`src/hdl/scr_pkg.sv`:
```
package scr_pkg;

  localparam int unsigned SPILL_WORD_LIMIT = 1048576;
  localparam int unsigned SW_W = $clog2(SPILL_WORD_LIMIT + 2);
  localparam int unsigned FIFO_DEPTH = 8;
  localparam int unsigned FIFO_AW = $clog2(FIFO_DEPTH);
  localparam int unsigned MAX_RES = 3;

  localparam logic [31:0] ALL_ONES = 32'hFFFF_FFFF;
  localparam logic [31:0] ID_TERM = 32'd9999;
  localparam logic [31:0] ID_AUX = 32'd1000;
  localparam logic [31:0] TERM_LEN = 32'd2;

  localparam logic [1:0] CFG_MAX_CHUNKS = 2'd0;
  localparam logic [1:0] CFG_MAX_RECORD = 2'd1;
  localparam logic [1:0] CFG_MAX_MODULE = 2'd2;

  localparam logic [7:0] RST_MAX_CHUNKS = 8'd200;
  localparam logic [17:0] RST_MAX_RECORD = 18'd131072;
  localparam logic [7:0] RST_MAX_MODULE = 8'd14;

  typedef enum logic {
    KIND_PAYLOAD = 1'b0,
    KIND_VERDICT = 1'b1
  } kind_t;

  typedef enum logic [1:0] {
    VERD_GOOD    = 2'd0,
    VERD_MISSING = 2'd1,
    VERD_RECORD  = 2'd2,
    VERD_RESTART = 2'd3
  } verd_t;

  typedef struct packed {
    kind_t       kind;
    logic [31:0] word;
    verd_t       verd;
    logic [31:0] good;
    logic [31:0] bad;
    logic        last;
  } res_t;

  typedef struct packed {
    logic        we;
    logic [1:0]  index;
    logic [17:0] data;
  } cfg_wr_t;

endpackage

```
`src/hdl/spill_chunk_reassembler.sv`:
```
// Spill chunk reassembler.
// Input channel: in_word / in_buffer_end with in_valid and in_stall; a word
// is taken at a clock edge with in_valid high and in_stall low.
// Output channel: zero to three results per word handed over, with out_valid and
// out_stall; payload words of the current spill stream out as they pass,
// and a verdict result closes each spill (good, chunks missing, record
// check failed, restarted). out_run_last flags the final result of a word.
// Configuration: cfg_valid / cfg_ready (always ready), cfg_index selects
// max_chunks (0), max_record_words (1) or max_module_id (2).
// Throughput: one word per cycle while in_stall is low; a word yields up
// to three results, and the output drains one result per cycle while
// out_stall is low, through an 8-entry result queue, which sets the rate
// when words produce more than one result.
// in_stall rises while the queue holds more than five results, including
// while the receiver holds out_stall. Reset clears the parser, counters and
// queue and loads the default limits; the block starts seeking a spill end.
module spill_chunk_reassembler (
  input  logic        clk,
  input  logic        rst_n,
  input  logic        in_valid,
  output logic        in_stall,
  input  logic [31:0] in_word,
  input  logic        in_buffer_end,
  output logic        out_valid,
  input  logic        out_stall,
  output logic        out_result_kind,
  output logic [31:0] out_word,
  output logic [1:0]  out_verdict,
  output logic [31:0] out_good_spills,
  output logic [31:0] out_bad_spills,
  output logic        out_run_last,
  input  logic        cfg_valid,
  output logic        cfg_ready,
  input  logic [1:0]  cfg_index,
  input  logic [17:0] cfg_data
);
  import scr_pkg::*;

  logic    in_fire;
  logic    room;
  logic    not_empty;
  logic [1:0] push_n;
  res_t    push_res [MAX_RES];
  res_t    head;
  cfg_wr_t cfg_wr;

  assign cfg_ready = 1'b1;
  assign cfg_wr.we = cfg_valid;
  assign cfg_wr.index = cfg_index;
  assign cfg_wr.data = cfg_data;

  assign in_stall = !room;
  assign in_fire = in_valid && room;

  scr_core u_core (
    .clk          (clk),
    .rst_n        (rst_n),
    .in_fire      (in_fire),
    .in_word      (in_word),
    .in_buffer_end(in_buffer_end),
    .cfg_wr       (cfg_wr),
    .push_n       (push_n),
    .push_res     (push_res)
  );

  scr_fifo u_fifo (
    .clk      (clk),
    .rst_n    (rst_n),
    .push_n   (push_n),
    .push_res (push_res),
    .pop      (!out_stall),
    .not_empty(not_empty),
    .room     (room),
    .head     (head)
  );

  assign out_valid = not_empty;
  assign out_result_kind = head.kind;
  assign out_word = head.word;
  assign out_verdict = head.verd;
  assign out_good_spills = head.good;
  assign out_bad_spills = head.bad;
  assign out_run_last = head.last;

endmodule

```
`src/hdl/scr_core.sv`:
```
module scr_core (
  input  logic                clk,
  input  logic                rst_n,
  input  logic                in_fire,
  input  logic [31:0]         in_word,
  input  logic                in_buffer_end,
  input  scr_pkg::cfg_wr_t    cfg_wr,
  output logic [1:0]          push_n,
  output scr_pkg::res_t       push_res [scr_pkg::MAX_RES]
);
  import scr_pkg::*;

  typedef enum logic [2:0] {
    PH_LEN, PH_TOT, PH_NUM, PH_PAY, PH_TRAIL, PH_SKIP
  } phase_t;

  typedef struct packed {
    logic [SW_W-1:0] sw;
    logic [17:0]     rem;
    logic            vsn;
    logic            failed;
  } rec_t;

  function automatic rec_t feed(rec_t r, logic [31:0] w, logic [17:0] mrec,
                                logic [7:0] mmod);
    rec_t o;
    logic stop;
    o = r;
    stop = 1'b0;
    if (o.sw <= SW_W'(SPILL_WORD_LIMIT)) o.sw = o.sw + 1'b1;
    if (o.failed) stop = 1'b1;
    if (!stop && o.vsn) begin
      o.vsn = 1'b0;
      if (w > {24'b0, mmod} && w != ID_TERM && w != ID_AUX) begin
        o.failed = 1'b1;
        stop = 1'b1;
      end
    end
    if (!stop && o.rem == '0) begin
      if (w == '0 || w > {14'b0, mrec}) begin
        o.failed = 1'b1;
        stop = 1'b1;
      end else begin
        o.rem = w[17:0];
        o.vsn = 1'b1;
      end
    end
    if (!stop) o.rem = o.rem - 1'b1;
    return o;
  endfunction

  function automatic verd_t rec_verdict(rec_t r);
    if (r.failed || r.vsn || r.rem != '0 || r.sw == '0 ||
        r.sw > SW_W'(SPILL_WORD_LIMIT)) return VERD_RECORD;
    return VERD_GOOD;
  endfunction

  function automatic res_t mk(kind_t k, logic [31:0] w, verd_t v,
                              logic [31:0] g, logic [31:0] b);
    res_t o;
    o.kind = k;
    o.word = w;
    o.verd = v;
    o.good = g;
    o.bad = b;
    o.last = 1'b0;
    return o;
  endfunction

  phase_t      phase_r, phase_nxt;
  logic [29:0] cw_r, cw_nxt;
  logic [29:0] pl_r, pl_nxt;
  logic [31:0] tot_r, tot_nxt;
  logic [31:0] pend_r, pend_nxt;
  logic [31:0] num_r, num_nxt;
  logic [31:0] prev_r, prev_nxt;
  logic [7:0]  cis_r, cis_nxt;
  rec_t        rec_r, rec_nxt;
  logic        seek_r, seek_nxt;
  logic        disc_r, disc_nxt;
  logic        first_r, first_nxt;
  logic [31:0] good_r, good_nxt;
  logic [31:0] bad_r, bad_nxt;
  logic [7:0]  max_chunks_r;
  logic [17:0] max_rec_r;
  logic [7:0]  max_mod_r;

  logic [1:0]  n;
  res_t        res [MAX_RES];
  logic        skip_main;
  verd_t       v;

  always_comb begin
    phase_nxt = phase_r;
    cw_nxt = cw_r;
    pl_nxt = pl_r;
    tot_nxt = tot_r;
    pend_nxt = pend_r;
    num_nxt = num_r;
    prev_nxt = prev_r;
    cis_nxt = cis_r;
    rec_nxt = rec_r;
    seek_nxt = seek_r;
    disc_nxt = disc_r;
    first_nxt = first_r;
    good_nxt = good_r;
    bad_nxt = bad_r;
    n = '0;
    skip_main = 1'b0;
    v = VERD_GOOD;
    for (int i = 0; i < MAX_RES; i++) res[i] = '0;
    if (!disc_r) begin
      unique case (phase_r)
        PH_LEN: begin
          if (in_word == ALL_ONES) begin
            disc_nxt = 1'b1;
          end else begin
            cw_nxt = in_word[31:2];
            phase_nxt = PH_TOT;
          end
        end
        PH_TOT: begin
          pend_nxt = in_word;
          if (seek_r || first_r) tot_nxt = in_word;
          if (first_r && in_word > {24'b0, max_chunks_r}) disc_nxt = 1'b1;
          else phase_nxt = PH_NUM;
        end
        PH_NUM: begin
          num_nxt = in_word;
          if (seek_r) begin
            if (first_r && in_word == '0) begin
              seek_nxt = 1'b0;
            end else begin
              first_nxt = 1'b0;
              skip_main = 1'b1;
              if (cw_r < 30'd3) begin
                disc_nxt = 1'b1;
              end else begin
                pl_nxt = cw_r - 30'd2;
                phase_nxt = PH_SKIP;
              end
            end
          end
          if (!skip_main) begin
            first_nxt = 1'b0;
            if (prev_r != ALL_ONES && in_word != prev_r + 32'd1) begin
              if (prev_r + 32'd2 == tot_nxt && {24'b0, cis_r} == tot_nxt - 32'd1) begin
                res[n] = mk(KIND_PAYLOAD, TERM_LEN, VERD_GOOD, good_nxt, bad_nxt);
                n = n + 1'b1;
                rec_nxt = feed(rec_nxt, TERM_LEN, max_rec_r, max_mod_r);
                res[n] = mk(KIND_PAYLOAD, ID_TERM, VERD_GOOD, good_nxt, bad_nxt);
                n = n + 1'b1;
                rec_nxt = feed(rec_nxt, ID_TERM, max_rec_r, max_mod_r);
                v = rec_verdict(rec_nxt);
                good_nxt = good_nxt + 32'd1;
                res[n] = mk(KIND_VERDICT, '0, v, good_nxt, bad_nxt);
                n = n + 1'b1;
                cis_nxt = '0;
                rec_nxt = '0;
                prev_nxt = ALL_ONES;
              end else if (in_word == '0) begin
                bad_nxt = bad_nxt + 32'd1;
                res[n] = mk(KIND_VERDICT, '0, VERD_RESTART, good_nxt, bad_nxt);
                n = n + 1'b1;
                cis_nxt = '0;
                rec_nxt = '0;
                prev_nxt = ALL_ONES;
              end
            end
            tot_nxt = pend_r;
            if (pend_r > {24'b0, max_chunks_r} || in_word > pend_r - 32'd1) begin
              disc_nxt = 1'b1;
            end else begin
              prev_nxt = in_word;
              if (cis_nxt < 8'd255) cis_nxt = cis_nxt + 8'd1;
              if (cw_r < 30'd3) begin
                disc_nxt = 1'b1;
              end else begin
                pl_nxt = cw_r - 30'd3;
                phase_nxt = (pl_nxt != '0) ? PH_PAY : PH_TRAIL;
              end
            end
          end
        end
        PH_SKIP: begin
          pl_nxt = pl_r - 30'd1;
          if (pl_nxt == '0) begin
            if (cw_r == 30'd5) seek_nxt = 1'b0;
            phase_nxt = PH_LEN;
          end
        end
        PH_PAY: begin
          res[n] = mk(KIND_PAYLOAD, in_word, VERD_GOOD, good_r, bad_r);
          n = n + 1'b1;
          rec_nxt = feed(rec_r, in_word, max_rec_r, max_mod_r);
          pl_nxt = pl_r - 30'd1;
          if (pl_nxt == '0) phase_nxt = PH_TRAIL;
        end
        PH_TRAIL: begin
          phase_nxt = PH_LEN;
          if (cw_r == 30'd5 && num_r == tot_r - 32'd1) begin
            if ({24'b0, cis_r} != tot_r) begin
              bad_nxt = bad_r + 32'd1;
              res[n] = mk(KIND_VERDICT, '0, VERD_MISSING, good_r, bad_nxt);
              n = n + 1'b1;
            end else begin
              good_nxt = good_r + 32'd1;
              res[n] = mk(KIND_VERDICT, '0, rec_verdict(rec_r), good_nxt, bad_r);
              n = n + 1'b1;
            end
            cis_nxt = '0;
            rec_nxt = '0;
            prev_nxt = ALL_ONES;
          end
        end
        default: phase_nxt = PH_LEN;
      endcase
    end
    if (in_buffer_end) begin
      first_nxt = 1'b1;
      disc_nxt = 1'b0;
      phase_nxt = PH_LEN;
    end
    if (n != '0) res[n - 2'd1].last = 1'b1;
  end

  assign push_n = in_fire ? n : 2'd0;
  assign push_res = res;

  always_ff @(posedge clk) begin
    if (!rst_n) begin
      phase_r <= PH_LEN;
      cw_r <= '0;
      pl_r <= '0;
      tot_r <= ALL_ONES;
      pend_r <= '0;
      num_r <= '0;
      prev_r <= ALL_ONES;
      cis_r <= '0;
      rec_r <= '0;
      seek_r <= 1'b1;
      disc_r <= 1'b0;
      first_r <= 1'b1;
      good_r <= '0;
      bad_r <= '0;
      max_chunks_r <= RST_MAX_CHUNKS;
      max_rec_r <= RST_MAX_RECORD;
      max_mod_r <= RST_MAX_MODULE;
    end else begin
      if (in_fire) begin
        phase_r <= phase_nxt;
        cw_r <= cw_nxt;
        pl_r <= pl_nxt;
        tot_r <= tot_nxt;
        pend_r <= pend_nxt;
        num_r <= num_nxt;
        prev_r <= prev_nxt;
        cis_r <= cis_nxt;
        rec_r <= rec_nxt;
        seek_r <= seek_nxt;
        disc_r <= disc_nxt;
        first_r <= first_nxt;
        good_r <= good_nxt;
        bad_r <= bad_nxt;
      end
      if (cfg_wr.we) begin
        unique case (cfg_wr.index)
          CFG_MAX_CHUNKS: max_chunks_r <= cfg_wr.data[7:0];
          CFG_MAX_RECORD: max_rec_r <= cfg_wr.data;
          CFG_MAX_MODULE: max_mod_r <= cfg_wr.data[7:0];
          default: ;
        endcase
      end
    end
  end

endmodule

```
`src/hdl/scr_fifo.sv`:
```
module scr_fifo (
  input  logic          clk,
  input  logic          rst_n,
  input  logic [1:0]    push_n,
  input  scr_pkg::res_t push_res [scr_pkg::MAX_RES],
  input  logic          pop,
  output logic          not_empty,
  output logic          room,
  output scr_pkg::res_t head
);
  import scr_pkg::*;

  res_t                 mem_r [FIFO_DEPTH];
  logic [FIFO_AW-1:0]   rd_r, rd_nxt;
  logic [FIFO_AW-1:0]   wr_r, wr_nxt;
  logic [FIFO_AW:0]     cnt_r, cnt_nxt;
  logic                 do_pop;

  assign not_empty = cnt_r != '0;
  assign room = cnt_r <= (FIFO_AW + 1)'(FIFO_DEPTH - MAX_RES);
  assign head = mem_r[rd_r];
  assign do_pop = pop && not_empty;

  always_comb begin
    rd_nxt = rd_r + FIFO_AW'(do_pop);
    wr_nxt = wr_r + FIFO_AW'(push_n);
    cnt_nxt = cnt_r + (FIFO_AW + 1)'(push_n) - (FIFO_AW + 1)'(do_pop);
  end

  always_ff @(posedge clk) begin
    for (int i = 0; i < MAX_RES; i++) begin
      if (FIFO_AW'(i) < FIFO_AW'(push_n)) mem_r[wr_r + FIFO_AW'(i)] <= push_res[i];
    end
  end

  always_ff @(posedge clk) begin
    if (!rst_n) begin
      rd_r <= '0;
      wr_r <= '0;
      cnt_r <= '0;
    end else begin
      rd_r <= rd_nxt;
      wr_r <= wr_nxt;
      cnt_r <= cnt_nxt;
    end
  end

endmodule
```
`config.mk`:
```
export PLATFORM = sky130hd
export DESIGN_NAME = spill_chunk_reassembler
export DESIGN_NICKNAME = d
export VERILOG_FILES = /design/src/hdl/scr_pkg.sv /design/src/hdl/spill_chunk_reassembler.sv /design/src/hdl/scr_core.sv /design/src/hdl/scr_fifo.sv
export SDC_FILE = /design/constraint.sdc
export NUM_CORES = 2
export LEC_CHECK = 0
export BUFFER_PORTS_ARGS = -buffer_cell sky130_fd_sc_hd__buf_2
export CAP_MARGIN = 10
export CORE_UTILIZATION = 57
export DETAILED_ROUTE_END_ITERATION = 8
export PLACE_DENSITY = 0.7
export SLEW_MARGIN = 40
export SYNTH_ARGS = -nofsm -noshare
export SYNTH_HDL_FRONTEND = slang
export SYNTH_SLANG_ARGS = --single-unit
export TNS_END_PERCENT = 20
```
`constraint.sdc`:
```
create_clock -name clk -period 29.4 [get_ports clk]
set_input_delay 1.47 -clock clk [delete_from_list [all_inputs] [get_ports clk]]
set_output_delay 1.47 -clock clk [all_outputs]
set_load 0.005 [all_outputs]
```
==> results.py <==
metrics = {
    "logic_synthesis": {
        "synth_top_area_share_pct": 35.6,
        "ys.flop_type": "edfxtp_1",
        "ys_top_cells_by_area": "edfxtp_1, dfxtp_1, mux4_2, nand2_1, a21oi_1",
        "synth_cell_types": 117,
        "avgSynthCellArea_sq_um": 9.98,
        "netlist_area_sq_um": 67600,
        "ys_ff_latch": 1151,
        "yosysTopAreaCell": "edfxtp_1",
        "synth_nets": 6934,
        "syn_inst": 6769,
        "yosys_warnings": 0,
        "ys_seq_area_share_pct": 46.0,
        "synth-edff-count": 800,
        "async_reset_ff_share_pct": 0,
    },
    "min_path": {
        "min_path_cells": 2,
        "hold_end": "u_core.num_r[24]",
        "hold_class": "reg -> reg",
        "hold_start": "u_core.num_r[24]",
    },
    "clock_tree": {
        "clk_latency_ns": 0.75,
        "clockBufferDepth": 3,
        "cts.htree.levels": 4,
        "clock_sink_count": 1151,
        "cts.repair.resized": 0,
        "cts_tree": "yes",
        "numCtsBuffers": 131,
        "cts_root_buf": "clkbuf_16",
        "path_clk_slew_ns": 0.06,
        "holdBufCountCts": 0,
        "post-cts-setup-buffers": 0,
    },
    "final_layout": {
        "areaGrowthSynthToFinish_pct": 8.99,
        "drive_gt1_share_pct": 14.5,
        "mostFrequentLayoutCell": "edfxtp_1",
        "fin_util_pct": 63.0,
        "fin_nets": 6737,
        "fin_cells": 8203,
        "layout_common_cells": "edfxtp_1, nand2_1, nor2_1",
    },
    "floorplan": {
        "start_util_pct": 57.8,
        "io_pins": 161,
        "die_x_um": 346,
        "core_area_sq_um": 117000,
        "fp.dieArea_sq_um": 120000,
        "die_h_um": 346,
        "placementRows": 125,
    },
    "critical_path": {
        "cp.arrival_ns": 7.15,
        "critPathBufInv": 2,
        "reg2regPathDepth": 12,
        "worstPathCellList": "nand4_1 > or3_1 > or3_1 > o31ai_1 > nor4_1 > a21oi_1 > nand4b_1 > buf_4 > or3_1 > a21boi_1 > nand2_8 > buf_6",
        "cp_max_fo": 52,
        "crit_top_cell": "or3_1",
        "cp-end-kind": "flop",
        "r2r_slack_ns": 22.62,
        "r2r_end": "u_fifo.mem_r[3][65]",
        "cpMaxStageDelayCell": "a21oi_1",
        "cp.required_ns": 29.77,
        "critPathKind": "reg -> reg",
        "crit_path_start_kind": "flop",
        "r2r_start": "u_core.prev_r[8]",
        "path_delay_family": "simple AND/OR/NAND/NOR gates",
        "max_stage_delay_ns": 0.77,
    },
    "sta": {
        "finalCritPeriodShare_pct": 23.1,
        "slew_headroom_pct": 34.9,
        "rsz0062_at_grt": "false",
        "worstMarginPinSlew_ns": 0.972,
        "finalSetupViolCount": 0,
        "worst_clock_skew_ns": 0.0339,
        "min_period_ns": 6.78,
        "tns_ns": 0,
        "slew_viol_final": 0,
        "max_freq_mhz": 147,
        "final_hold_viol_count": 0,
    },
    "placed_design": {
        "place.gp.congestion": 0.987,
        "placed_cells": 7958,
        "io_buffers": 159,
        "dp_hpwl_mm": 142,
    },
    "outcome": {
        "status": "completed",
    },
    "pwr": {
        "power_switching_mw": 1.24,
        "pwr-share-seq_pct": 41.3,
        "p_leak_nw": 25.8,
        "swShare_pct": 28.7,
        "clockPowerShare_pct": 38.4,
        "power_frac_comb_pct": 20.3,
        "power.density_nw_per_um2": 58.6,
        "ir_worst_vdd_uv": 53.1,
        "p_int_mw": 3.08,
    },
    "detailed_routing": {
        "via_per_inst": 6.82,
        "totalWireLength_mm": 218,
        "wl_per_cell_um": 26.6,
        "ant_nets": 0,
        "dr.pass1.iters": 7,
        "drc": 0,
        "drt_first_iter_violations": 6836,
        "vias": 55900,
    },
    "grt": {
        "first_global_vias": 53800,
        "grt_max_degree": 161,
        "grt_pass1_wl_mm": 329,
        "antenna_found_initial": 2,
        "grtUsageTotal_pct": 35.7,
        "overflow": 0,
    },
    "run": {
        "maxCapViolations": 0,
    },
}
-- stage by stage --
step | hold WS (ns) | cell area [sq um] | setup WS (ns) | power [mW]
2_1_floorplan | 0.442 | 67600 | 17.39 | 2.40
3_3_place_gp | 0.455 | 68800 | 21.35 | 2.67
3_5_place_dp | 0.460 | 69200 | 21.47 | 2.68
4_1_cts | 0.473 | 73500 | 22.20 | 4.32
5_1_grt | 0.487 | 73600 | 22.37 | 4.46
6_report | 0.474 | 73600 | 22.62 | 4.31
-- how the worst max path moves through the flow --
stage / start / cells past startpoint / slack (ns) / end
2_1_floorplan: in_word[12] / 11 / 17.39 / u_fifo.mem_r[6][0]
3_3_place_gp: in_word[20] / 15 / 21.35 / u_fifo.mem_r[4][96]
3_5_place_dp: in_word[11] / 13 / 21.47 / u_fifo.mem_r[3][22]
4_1_cts: u_core.prev_r[8] / 12 / 22.20 / u_fifo.mem_r[3][38]
5_1_grt: u_core.prev_r[8] / 13 / 22.37 / u_fifo.mem_r[3][16]
6_report: u_core.prev_r[8] / 12 / 22.62 / u_fifo.mem_r[3][65]
-- power groups by stage --
stage / clock network [mW] / logic (mW) / registers [mW]
floorplan: 0 / 0.630 / 1.78
global placement: 0 / 0.844 / 1.82
detailed placement: 0 / 0.870 / 1.81
CTS: 1.67 / 0.872 / 1.78
global route: 1.73 / 0.944 / 1.78
finish: 1.65 / 0.878 / 1.78
-- registers in the layout, summed over array words and instances (netlist names), 4 cells and up --
name / flops
u_core.max_chunks_r: 8
u_core.max_mod_r: 8
u_fifo.cnt_r: 4
u_core.pend_r: 32
u_core.prev_r: 32
u_core.bad_r: 32
u_core.cw_r: 30
u_core.rec_r: 41
u_core.good_r: 32
u_core.pl_r: 30
u_core.max_rec_r: 18
u_core.tot_r: 32
u_core.cis_r: 8
u_fifo.mem_r: 800
u_core.num_r: 32
-- worst min-delay path, delay by kind of cell (launching register included) --
kind / cells / cell delay [ns]
AND/OR/NAND/NOR: 1 / 0.05
flip-flops: 1 / 0.32
AO/OA/AOI/OAI: 1 / 0.05
-- synth_stat cells (18+ instances only) --
cell type,count
a211oi_1,94
a21o_1,52
a21oi_1,483
a22o_1,25
a22oi_1,173
a31oi_1,30
and2_1,221
and3_1,53
and4_1,18
buf_1,58
buf_2,77
clkbuf_1,462
dfxtp_1,351
edfxtp_1,800
ha_1,105
inv_1,101
mux2_2,106
mux2i_1,70
mux4_2,200
nand2_1,657
nand2b_1,31
nand3_1,145
nand3b_1,24
nand4_1,108
nand4b_1,18
nor2_1,528
nor2b_1,33
nor3_1,172
nor3b_1,24
nor4_1,124
o211ai_1,57
o21a_1,23
o21ai_0,383
o21ai_1,60
o21ai_2,18
o22ai_1,43
o311ai_0,39
o31ai_1,32
or2_2,24
or3_1,65
or4_1,49
xnor2_1,224
xor2_1,110
-- layer usage --
metal	track usage [%]	part of all wire (%)
met5	0	0
met4	18.3	5.3
met3	6.45	9.6
met2	57.4	47
met1	46.2	38
-- cells by family after synthesis --
family / synth area share, %
compound gates: 15.6
xor+xnor: 4.50
fa+ha+maj: 2.00
buf+inv: 4.33
flops: 46.0
mux: 9.47
other cells: 0.00555
simple gates: 18.1
-- final cells by class --
type                       instances  area [sq um]
clock inverter                    49           624
multi-input combinational       4895         33900
clock buffer                     189          3670
tap                             1524          1910
inverter                         104           403
antenna                            2          5.00
sequential                      1151         31100
fill                            9523         43200
timing repair buffer             289          2030
No activity file was read; power rests on OpenSTA's default activity.
